[src/hw/rtl/trnh_pkg.sv]
// ----------------------------------------------------------------------------
// trnh_pkg
// Shared types and constants for the spanning-tree next-hop lookup.
// ----------------------------------------------------------------------------
package trnh_pkg;

  localparam int NODES_DEFAULT = 16;
  localparam int NODE_FIELD_W  = 4;

  typedef logic [NODE_FIELD_W-1:0] node_field_t;

  // item kinds
  localparam logic KIND_WRITE = 1'b0;
  localparam logic KIND_QUERY = 1'b1;

  typedef enum logic [3:0] {
    ST_IDLE,
    ST_WR_RD_A,
    ST_WR_WR_A,
    ST_WR_RD_B,
    ST_WR_WR_B,
    ST_Q_FETCH,
    ST_Q_SCAN,
    ST_Q_BACK,
    ST_Q_DONE
  } state_t;

endpackage

[src/hw/rtl/trnh_if.sv]
// ----------------------------------------------------------------------------
// hop_req_if / hop_rsp_if
// Valid/ready channels for request items and result items.
// ----------------------------------------------------------------------------
interface hop_req_if;
  logic                 valid;
  logic                 ready;
  logic                 kind;
  trnh_pkg::node_field_t node_a;
  trnh_pkg::node_field_t node_b;
  logic                 edge_present;

  modport source (output valid, kind, node_a, node_b, edge_present, input ready);
  modport sink   (input valid, kind, node_a, node_b, edge_present, output ready);
endinterface

interface hop_rsp_if;
  logic                 valid;
  logic                 ready;
  trnh_pkg::node_field_t next_hop;
  logic                 found;

  modport source (output valid, next_hop, found, input ready);
  modport sink   (input valid, next_hop, found, output ready);
endinterface

[src/hw/rtl/tree_route_next_hop_top.sv]
// ----------------------------------------------------------------------------
// tree_route_next_hop_top
// Adjacency store of a spanning tree with a depth-first next-hop lookup.
// ----------------------------------------------------------------------------
//  channel | dir | fields                                   | items
//  req     | in  | kind, node_a, node_b, edge_present       | edge write or query
//  rsp     | out | next_hop, found                          | one per query
//
//  An edge write, once accepted, is a read-modify-write of two rows.
//  A query walks the tree: a descent is a row read then a scan, a retire and
//  step back adds a scan of the on-path neighbours; the walk is serialised by
//  the single row-memory read port and the one priority scanner.
//  Synchronous reset clears every row-valid bit; no clearing pass is needed.
//  req.ready is high only while idle; a stalled rsp holds its item and the
//  block still takes the next request meanwhile.
// ----------------------------------------------------------------------------
module tree_route_next_hop_top #(
  parameter int NODES = trnh_pkg::NODES_DEFAULT
) (
  input  logic         clk,
  input  logic         rst,
  hop_req_if.sink      req,
  hop_rsp_if.source    rsp
);

  localparam int IDX_W  = $clog2(NODES);
  localparam int LIMIT  = 2 * NODES + 2;
  localparam int STEP_W = $clog2(LIMIT + 1);

  typedef logic [IDX_W-1:0] idx_t;
  typedef logic [NODES-1:0] row_t;

  trnh_pkg::state_t state, state_next;

  // row memory
  row_t              mem [NODES];
  logic [NODES-1:0]  row_vld;
  logic              mem_we;
  idx_t              mem_waddr;
  row_t              mem_wdata;
  idx_t              mem_raddr;
  row_t              rd_row;
  logic              rd_vld;
  row_t              row;

  // item and walk registers
  idx_t              op_a, op_a_next;
  idx_t              op_b, op_b_next;
  logic              present, present_next;
  idx_t              cur, cur_next;
  logic [STEP_W-1:0] steps, steps_next;
  row_t              onpath, onpath_next;
  row_t              retired, retired_next;
  idx_t              res_hop, res_hop_next;
  logic              res_found, res_found_next;

  // output register
  logic              out_valid, out_valid_next;
  idx_t              out_hop, out_hop_next;
  logic              out_found, out_found_next;

  // scanner
  row_t              scan_vec;
  row_t              tgt_vec;
  row_t              row_mod;
  idx_t              first_idx;
  logic              first_any;
  logic              a_in, b_in;

  always_ff @(posedge clk) begin
    if (mem_we) begin
      mem[mem_waddr] <= mem_wdata;
    end
    rd_row <= mem[mem_raddr];
  end

  always_ff @(posedge clk) begin
    if (rst) begin
      row_vld <= '0;
      rd_vld  <= 1'b0;
    end else begin
      if (mem_we) begin
        row_vld[mem_waddr] <= 1'b1;
      end
      rd_vld <= row_vld[mem_raddr];
    end
  end

  assign row = rd_vld ? rd_row : '0;

  assign a_in = 32'(req.node_a) < NODES;
  assign b_in = 32'(req.node_b) < NODES;

  always_comb begin
    tgt_vec       = '0;
    tgt_vec[op_b] = 1'b1;
  end

  // lowest set bit of the scan vector
  always_comb begin
    first_idx = '0;
    first_any = 1'b0;
    for (int i = NODES - 1; i >= 0; i--) begin
      if (scan_vec[i]) begin
        first_idx = idx_t'(i);
        first_any = 1'b1;
      end
    end
  end

  always_ff @(posedge clk) begin
    if (rst) begin
      state     <= trnh_pkg::ST_IDLE;
      out_valid <= 1'b0;
    end else begin
      state     <= state_next;
      out_valid <= out_valid_next;
    end
  end

  always_ff @(posedge clk) begin
    op_a      <= op_a_next;
    op_b      <= op_b_next;
    present   <= present_next;
    cur       <= cur_next;
    steps     <= steps_next;
    onpath    <= onpath_next;
    retired   <= retired_next;
    res_hop   <= res_hop_next;
    res_found <= res_found_next;
    out_hop   <= out_hop_next;
    out_found <= out_found_next;
  end

  always_comb begin
    state_next     = state;
    op_a_next      = op_a;
    op_b_next      = op_b;
    present_next   = present;
    cur_next       = cur;
    steps_next     = steps;
    onpath_next    = onpath;
    retired_next   = retired;
    res_hop_next   = res_hop;
    res_found_next = res_found;
    out_valid_next = out_valid;
    out_hop_next   = out_hop;
    out_found_next = out_found;
    mem_we         = 1'b0;
    mem_waddr      = op_a;
    mem_wdata      = row;
    mem_raddr      = cur;
    scan_vec       = '0;
    row_mod        = row;
    req.ready      = 1'b0;

    if (out_valid && rsp.ready) begin
      out_valid_next = 1'b0;
    end

    unique case (state)
      trnh_pkg::ST_IDLE: begin
        req.ready = 1'b1;
        if (req.valid) begin
          op_a_next    = idx_t'(req.node_a);
          op_b_next    = idx_t'(req.node_b);
          present_next = req.edge_present;
          cur_next     = idx_t'(req.node_a);
          steps_next   = '0;
          onpath_next  = '0;
          retired_next = '0;
          if (req.kind == trnh_pkg::KIND_WRITE) begin
            if (a_in && b_in) begin
              state_next = trnh_pkg::ST_WR_RD_A;
            end
          end else if (!(a_in && b_in)) begin
            res_hop_next   = '0;
            res_found_next = 1'b0;
            state_next     = trnh_pkg::ST_Q_DONE;
          end else if (req.node_a == req.node_b) begin
            res_hop_next   = idx_t'(req.node_a);
            res_found_next = 1'b1;
            state_next     = trnh_pkg::ST_Q_DONE;
          end else begin
            state_next = trnh_pkg::ST_Q_FETCH;
          end
        end
      end

      trnh_pkg::ST_WR_RD_A: begin
        mem_raddr  = op_a;
        state_next = trnh_pkg::ST_WR_WR_A;
      end

      trnh_pkg::ST_WR_WR_A: begin
        row_mod[op_b] = present;
        mem_we        = 1'b1;
        mem_waddr     = op_a;
        mem_wdata     = row_mod;
        state_next    = trnh_pkg::ST_WR_RD_B;
      end

      trnh_pkg::ST_WR_RD_B: begin
        mem_raddr  = op_b;
        state_next = trnh_pkg::ST_WR_WR_B;
      end

      trnh_pkg::ST_WR_WR_B: begin
        row_mod[op_a] = present;
        mem_we        = 1'b1;
        mem_waddr     = op_b;
        mem_wdata     = row_mod;
        state_next    = trnh_pkg::ST_IDLE;
      end

      trnh_pkg::ST_Q_FETCH: begin
        if (32'(steps) == LIMIT) begin
          res_hop_next   = '0;
          res_found_next = 1'b0;
          state_next     = trnh_pkg::ST_Q_DONE;
        end else begin
          onpath_next[cur] = 1'b1;
          mem_raddr        = cur;
          state_next       = trnh_pkg::ST_Q_SCAN;
        end
      end

      trnh_pkg::ST_Q_SCAN: begin
        // target or first unvisited neighbour, whichever has the lower index
        scan_vec = row & (tgt_vec | ~(onpath | retired));
        if (first_any) begin
          if (first_idx == op_b) begin
            res_hop_next   = cur;
            res_found_next = 1'b1;
            state_next     = trnh_pkg::ST_Q_DONE;
          end else begin
            cur_next   = first_idx;
            steps_next = steps + 1'b1;
            state_next = trnh_pkg::ST_Q_FETCH;
          end
        end else begin
          onpath_next[cur]  = 1'b0;
          retired_next[cur] = 1'b1;
          state_next        = trnh_pkg::ST_Q_BACK;
        end
      end

      trnh_pkg::ST_Q_BACK: begin
        scan_vec = row & onpath;
        if (first_any) begin
          cur_next   = first_idx;
          steps_next = steps + 1'b1;
          state_next = trnh_pkg::ST_Q_FETCH;
        end else begin
          res_hop_next   = '0;
          res_found_next = 1'b0;
          state_next     = trnh_pkg::ST_Q_DONE;
        end
      end

      trnh_pkg::ST_Q_DONE: begin
        if (!out_valid || rsp.ready) begin
          out_valid_next = 1'b1;
          out_hop_next   = res_hop;
          out_found_next = res_found;
          state_next     = trnh_pkg::ST_IDLE;
        end
      end

      default: begin
        state_next = trnh_pkg::ST_IDLE;
      end
    endcase
  end

  assign rsp.valid    = out_valid;
  assign rsp.next_hop = trnh_pkg::NODE_FIELD_W'(out_hop);
  assign rsp.found    = out_found;

endmodule

[src/flat_wrapper.sv]
// flat-port wrapper written by rule: the top's interface ports become plain ports
module tree_route_next_hop_top_flat 
#(
  parameter int NODES = trnh_pkg::NODES_DEFAULT
)
  (clk, rst, req_valid, req_kind, req_node_a, req_node_b, req_edge_present, req_ready, rsp_valid, rsp_next_hop, rsp_found, rsp_ready);
  hop_req_if req_i ();
  hop_rsp_if rsp_i ();
  input  logic clk;
  input  logic rst;
  input wire logic [$bits(req_i.valid)-1:0] req_valid;
  input wire logic [$bits(req_i.kind)-1:0] req_kind;
  input wire logic [$bits(req_i.node_a)-1:0] req_node_a;
  input wire logic [$bits(req_i.node_b)-1:0] req_node_b;
  input wire logic [$bits(req_i.edge_present)-1:0] req_edge_present;
  output wire logic [$bits(req_i.ready)-1:0] req_ready;
  output wire logic [$bits(rsp_i.valid)-1:0] rsp_valid;
  output wire logic [$bits(rsp_i.next_hop)-1:0] rsp_next_hop;
  output wire logic [$bits(rsp_i.found)-1:0] rsp_found;
  input wire logic [$bits(rsp_i.ready)-1:0] rsp_ready;
  assign req_i.valid = req_valid;
  assign req_i.kind = req_kind;
  assign req_i.node_a = req_node_a;
  assign req_i.node_b = req_node_b;
  assign req_i.edge_present = req_edge_present;
  assign req_ready = req_i.ready;
  assign rsp_valid = rsp_i.valid;
  assign rsp_next_hop = rsp_i.next_hop;
  assign rsp_found = rsp_i.found;
  assign rsp_i.ready = rsp_ready;
  tree_route_next_hop_top #(.NODES(NODES)) u_core (.clk(clk), .rst(rst), .req(req_i), .rsp(rsp_i));
endmodule
[config.mk]
export PLATFORM = sky130hd
export DESIGN_NAME = tree_route_next_hop_top_flat
export DESIGN_NICKNAME = d
export VERILOG_FILES = /design/src/hw/rtl/trnh_pkg.sv /design/src/hw/rtl/trnh_if.sv /design/src/hw/rtl/tree_route_next_hop_top.sv /design/src/flat_wrapper.sv
export SDC_FILE = /design/constraint.sdc
export NUM_CORES = 1
export LEC_CHECK = 0
export BUFFER_PORTS_ARGS = -buffer_cell sky130_fd_sc_hd__buf_4
export CAP_MARGIN = 20
export CORE_MARGIN = 2
export CORE_UTILIZATION = 65
export CTS_CLUSTER_SIZE = 14
export DETAILED_ROUTE_END_ITERATION = 6
export PLACE_DENSITY = 0.8
export SYNTH_ARGS = -nofsm -noshare
export SYNTH_HDL_FRONTEND = slang
export SYNTH_SLANG_ARGS = --single-unit
export TNS_END_PERCENT = 30
[constraint.sdc]
create_clock -name clk -period 8.6 [get_ports clk]
set_clock_uncertainty 0.1 [all_clocks]
set_input_delay 1.72 -clock clk [delete_from_list [all_inputs] [get_ports clk]]
set_output_delay 1.72 -clock clk [all_outputs]
set_load 0.01 [all_outputs]
==> After elaboration in Yosys (flattened, before gate mapping) <==
Memory sizes are Yosys's and may differ from the RTL's. A register that Yosys moved wholly into a read port is not among the register bits.
Cells that the tools add are included.
{ "op_classes": {"muxes": 97, "addsub": 1, "bitwise_logic": 10, "n_eq_ne": 23, "magnitude_cmp": 9, "reduce_logical": 20} }
{ "op_table": {"columns": ["operator", "n"], "rows": [
  ["$mux 4", 36],
  ["$pmux 16 s2", 3],
  ["$mux 16", 5],
  ["$or 16x16->16", 5],
  ["$and 16x16->16", 3],
  ["$pmux 16 s3", 1],
  ["$mux 1", 35],
  ["$bwmux 16", 2],
  ["$not 16->16", 2],
  ["$pmux 4 s8", 1],
  ["$lt 4x5->1 const B", 5],
  ["$mux 6", 4],
  ["$pmux 6 s3", 1],
  ["$demux 1 s4", 4],
  ["$eq 4x3->1 const B", 4],
  ["$ge 4x1->1 const B", 4],
  ["$pmux 4 s4", 1],
  ["$ne 2x1->1 const B", 6],
  ["$ne 2x2->1 const B", 6],
  ["$pmux 4 s3", 1],
  ["$eq 4x2->1 const B", 2],
  ["$eq 4x4->1", 2],
  ["$pmux 4 s2", 1],
  ["$reduce_and 8->1", 1],
  ["other kinds (18)", 25]
]} }
{ "totals": {"memories": 1, "ff_bits": 83, "ram_bits": 256} }
{ "memory_table": {"columns": ["name", "depth", "width", "read_ports", "rd_clocked_by_memory_dff", "wr", "line_no", "rtl"], "rows": [
  ["u_core.mem", 16, 16, 1, 1, 1, "tree_route_next_hop_top.sv:36", "row_t mem [NODES];"]
]} }

==> Longest topological paths before layout <==
{ "depth": {"word_depth": 27, "mapped_depth": 14, "ltp_nobuf": 11} }

==> Worst setup path after synthesis <==
No wires, ideal clock.
{ "synth_timing": {"kind": "input port to flip-flop", "from": "input req_valid", "to": "register u_core.onpath[0], enable pin", "stages": 2, "slack_ps": 4876, "t_arrival_ps": 3207, "required_time_ps": 8083, "setup_ps": 417, "path_cell_list": "nand2_1 a221oi_1"} }
{ "synth_between": {"elab_chain_len": 2} }
{ "synth_rtl": {"columns": ["element", "line_no", "rtl"], "rows": [
  ["start, declared", "flat_wrapper.sv:11", "input wire logic [$bits(req_i.valid)-1:0] req_valid;"],
  ["$ne 2x2->1 (no source line)", null, null],
  ["$reduce_and 4->1 (no source line)", null, null],
  ["end signal, assigned", "tree_route_next_hop_top.sv:127", "onpath <= onpath_next;"],
  ["end, declared", "tree_route_next_hop_top.sv:52", "row_t onpath, onpath_next;"]
]} }
No other way between the ends.
A chain may end at the register's enable or synchronous reset.

==> Worst setup path in the final report <==
{ "layout_timing": {"from": "register u_core.state[1]", "to": "register u_core.res_hop[0], enable pin"} }
{ "layout_between": {"elab_chain_len": 21, "word_cells_on_any_way": 47, "cone_classes": "eq/ne: 11; mux: 33; reduce/logical: 3"} }
{ "layout_rtl": {"columns": ["element", "line_no", "rtl"], "rows": [
  ["start, declared", "tree_route_next_hop_top.sv:33", "trnh_pkg::state_t state, state_next;"],
  ["start signal, assigned", "tree_route_next_hop_top.sv:113", "state <= trnh_pkg::ST_IDLE;"],
  ["start signal, assigned", "tree_route_next_hop_top.sv:116", "state <= state_next;"],
  ["$eq 4x3->1", "tree_route_next_hop_top.sv:161", "unique case (state)"],
  ["$pmux 16 s2", "tree_route_next_hop_top.sv:161", null],
  ["$mux 4 (16 in a row)", "tree_route_next_hop_top.sv:104", "if (scan_vec[i]) begin"],
  ["$eq 4x4->1", "tree_route_next_hop_top.sv:232", "if (first_idx == op_b) begin"],
  ["$ne 2x1->1 (no source line)", null, null],
  ["$reduce_and 8->1 (no source line) (*)", null, null],
  ["end signal, assigned", "tree_route_next_hop_top.sv:129", "res_hop <= res_hop_next;"],
  ["end, declared", "tree_route_next_hop_top.sv:54", "idx_t res_hop, res_hop_next;"]
]} }
Every way passes the cells marked *; elsewhere a longest branch is shown, timed or not.

==> summary.txt <==
Flow run
  • Max-cap violations: 0

Finish
  • Final #Nets: 1112
  • Filler Cell Count: 1440
  • # diodes: 0
  • Synthesis-to-layout area growth: 11.5%
  • Layout cells sized above 1: 0.189

Timing
  • Max Clk Rate: 215 MHz
  • Final setup fails: 0
  • PnR worst setup slack: 3.94 ns
  • Final Critical Period: 4.66 ns
  • Worst-Margin Slew: 1.12 ns
  • RSZ-0062 raised after global routing: no
  • Final hold violations: 0
  • Pins Over Slew Limit: 0
  • TNS Setup: 0 ns
  • Worst relative slew slack: 0.254
  • Final period utilization: 0.542
  • Hold Worst Slack: 0.317 ns

Place
  • Post-DP HPWL: 22.1 mm
  • I/O Buffers: 20
  • Setup Slack @ Placement: 3.96 ns
  • Final Wtd Congestion: 1.02

CTS
  • PostCTS Resize Cnt: 0
  • Clk_lat worst skew: 0.55 ns
  • Total setup buffers inserted after CTS: 0
  • Clock Pin Slew Worst Setup and Hold Paths: 0.06 ns
  • CTS sink cnt: 355
  • CTS tree: built
  • Clock Tree Buf Depth: 3
  • Root Buffer: clkbuf_16
  • CTS Buf Count: 36
  • Hold buffers post-CTS: 0
  • CTS H-tree depth: 2

Critical path
  • Critical Path Slowest Stage Cell: dfxtp_1
  • Max incr delay on CP: 0.84 ns
  • Critical Path Fanout Max: 20
  • Setup Crit Path Kind: reg2reg
  • Arr. time, crit path: 4.71 ns
  • CP Cell Sequence: and4b_1, a211oi_1, a2111oi_1, a21oi_1, or4_1, a31oi_1, o41ai_2, xor2_1, a31oi_1, nor4_2
  • Number of buffers and inverters on the critical path: 0
  • Delay-heaviest family, CP: simple AND/OR/NAND/NOR gates
  • Crit path required time: 8.66 ns
  • Crit. End Element: register
  • Worst Setup Start Kind: register
  • Crit-path most repeated cell: a31oi_1

Floorplan
  • Die W: 158 µm
  • Die Area: 0.0249 mm²
  • # rows: 56
  • DIE HEIGHT: 158 µm
  • Ports: 21
  • Starting Density: 0.660
  • Core Region: 0.0233 mm²

Global routing
  • Initial antenna violation count: 0
  • Met1 usage: 0.440
  • Grt met2 use: 0.479
  • First-pass GRT wire length: 55.4 mm
  • Vias in the first global route: 9183
  • Largest net degree at the start of global routing: 69
  • GR peak layer: met2
  • Global route total overflow: 0
  • Met3 usage: 0.0600
  • Total Routing Usage GR: 0.308

Synth
  • Async S/R FF share, synth: 0
  • Synth unique cells: 58
  • Sequential element share of the synthesized area: 0.668
  • EDFF count, synth: 317
  • Mapped Avg Cell Area: 14.4 µm²
  • Top FF cell, synth: edfxtp_1
  • Synth warnings: 0
  • Synthesized net count: 1083
  • Post-Syn Area: 0.0154 mm²
  • Cells after Synth: 1067
  • Seq cells post-synth: 355

Pwr
  • Total power: 5.76 mW
  • Maximum VDD drop: 0.000252 V
  • Pleak: 5.82 nW
  • Cell area power density: 336 mW/mm²

Routing
  • Vias per inst: 6.65
  • ANT nets after route: 0
  • Routed len/inst: 25.5 µm
  • Routed Wire Length: 36.8 mm
  • Via count: 9597
  • DRC Markers: 0
  • 1st-iter DRT viols: 1141
  • First-pass DRT Iterations: 5

Min path
  • Hold crit path type: reg2reg

Run status
  • Status: complete, no violations
## cell usage after synthesis (5+ instances only)
library cell | count | area share
nor2b_1 | 32 | 0.013
nor4_1 | 13 | 0.0053
xor2_1 | 8 | 0.0046
a211oi_1 | 27 | 0.013
nand2b_1 | 12 | 0.0049
clkbuf_1 | 43 | 0.010
nor4_2 | 6 | 0.0049
and3_1 | 5 | 0.0020
mux4_2 | 68 | 0.099
dfxtp_1 | 38 | 0.049
o22a_1 | 10 | 0.0057
edfxtp_1 | 317 | 0.62
and2_1 | 5 | 0.0020
inv_1 | 7 | 0.0017
a221oi_1 | 15 | 0.0085
nor3_1 | 27 | 0.0088
buf_2 | 13 | 0.0042
nand2_1 | 60 | 0.015
nand3_1 | 8 | 0.0026
mux2i_1 | 25 | 0.016
nor2_1 | 156 | 0.038
o21ai_0 | 17 | 0.0055
a21oi_1 | 93 | 0.030
## registers in the layout (all words and copies together), names as in the netlist
register / flops
u_core.cur: 4
u_core.mem: 256
u_core.onpath: 16
u_core.op_a: 4
u_core.op_b: 4
u_core.present: 1
u_core.rd_row: 16
u_core.rd_vld: 1
u_core.res_found: 1
u_core.res_hop: 4
u_core.retired: 16
u_core.row_vld: 16
u_core.rsp.found: 1
u_core.rsp.next_hop: 4
u_core.rsp.valid: 1
u_core.state: 4
u_core.steps: 6
## per-layer routing
| metal | routed length, µm | share of wire | vias to the layer above |
|---|---|---|---|
| li1 | - | - | 4187 |
| met1 | 14100 | 0.38 | 4724 |
| met4 | 1360 | 0.037 | 0 |
| met3 | 3720 | 0.10 | 110 |
| met5 | 0 | 0 | - |
| met2 | 17600 | 0.48 | 576 |
## cell families (layout without fill, tap and decap cells)
group                      count (synthesis)  in the layout  share of synthesized area
DFF                                      355            355                      0.668
and+or+nand+nor                          341            341                      0.106
AOI/OAI and AO/OA                        193            193                     0.0818
muxes                                     93             93                      0.116
buffers and inverters                     73            130                     0.0210
xor gates and xnor gates                  10             10                    0.00569
adders and majority gates                  2              2                    0.00163
## cell usage in the layout (no fill, tap or decap), types with 7 or more instances in the layout
cell type / Yosys / routed
buf_4: 3 / 56
nor4_1: 13 / 13
nand2b_1: 12 / 12
nand2_1: 60 / 60
inv_1: 7 / 7
a211oi_1: 27 / 27
nand3_1: 8 / 8
nor2_2: 0 / 16
dfxtp_1: 38 / 38
nor3_1: 27 / 27
clkbuf_16: 0 / 36
o21ai_0: 17 / 14
nor2b_1: 32 / 32
a221oi_1: 15 / 14
mux4_2: 68 / 68
o22a_1: 10 / 10
a21oi_1: 93 / 93
nor2_1: 156 / 140
clkbuf_1: 43 / 11
edfxtp_1: 317 / 317
xor2_1: 8 / 8
mux2i_1: 25 / 25
## path summary, 6_finish.rpt
check | from | to | slack [ns] | cells past startpoint
setup / recovery | u_core.state[1] | u_core.res_hop[0] | 3.94 | 10
hold / removal | u_core.res_found | u_core.rsp.found | 0.32 | 0
hold reg to reg | u_core.res_found | u_core.rsp.found | 0.32 | 0
setup reg to reg | u_core.state[1] | u_core.res_hop[0] | 3.94 | 10
## metrics by stage
step	utilization	instance area, µm²	cells
finish	0.736	17200	1443
global route	0.736	17200	1443
CTS	0.733	17100	1436
detailed placement	0.684	16000	1370
global placement	0.683	15900	1368
floorplan	-	15400	1067
## power by group
group	switching, mW	leakage [nW]	internal, mW	total (mW)
registers	0.189	3.26	2.33	2.52
logic	1.06	2.01	0.665	1.72
clock network	0.649	0.557	0.869	1.52
total	1.90	5.82	3.87	5.76
## worst register-to-register path, cell delays in order, from the launching register on
cell and delay, ns:
dfxtp_1 0.84, and4b_1 0.75, a211oi_1 0.12, a2111oi_1 0.58
a21oi_1 0.09, or4_1 0.42, a31oi_1 0.23, o41ai_2 0.13
xor2_1 0.22, a31oi_1 0.17, nor4_2 0.64
## area by class of cell
cell class	instances	area, µm²	share of cell area
Inverter	7	26.3	0.00153
Multi-Input combinational cell	639	4880	0.284
Clock buffer	50	983	0.0573
Tap cell	319	399	0.0233
Clock inverter	16	156	0.00911
Sequential cell	355	10300	0.599
Timing Repair Buffer	57	435	0.0254
(Power assumes the default switching activity.)
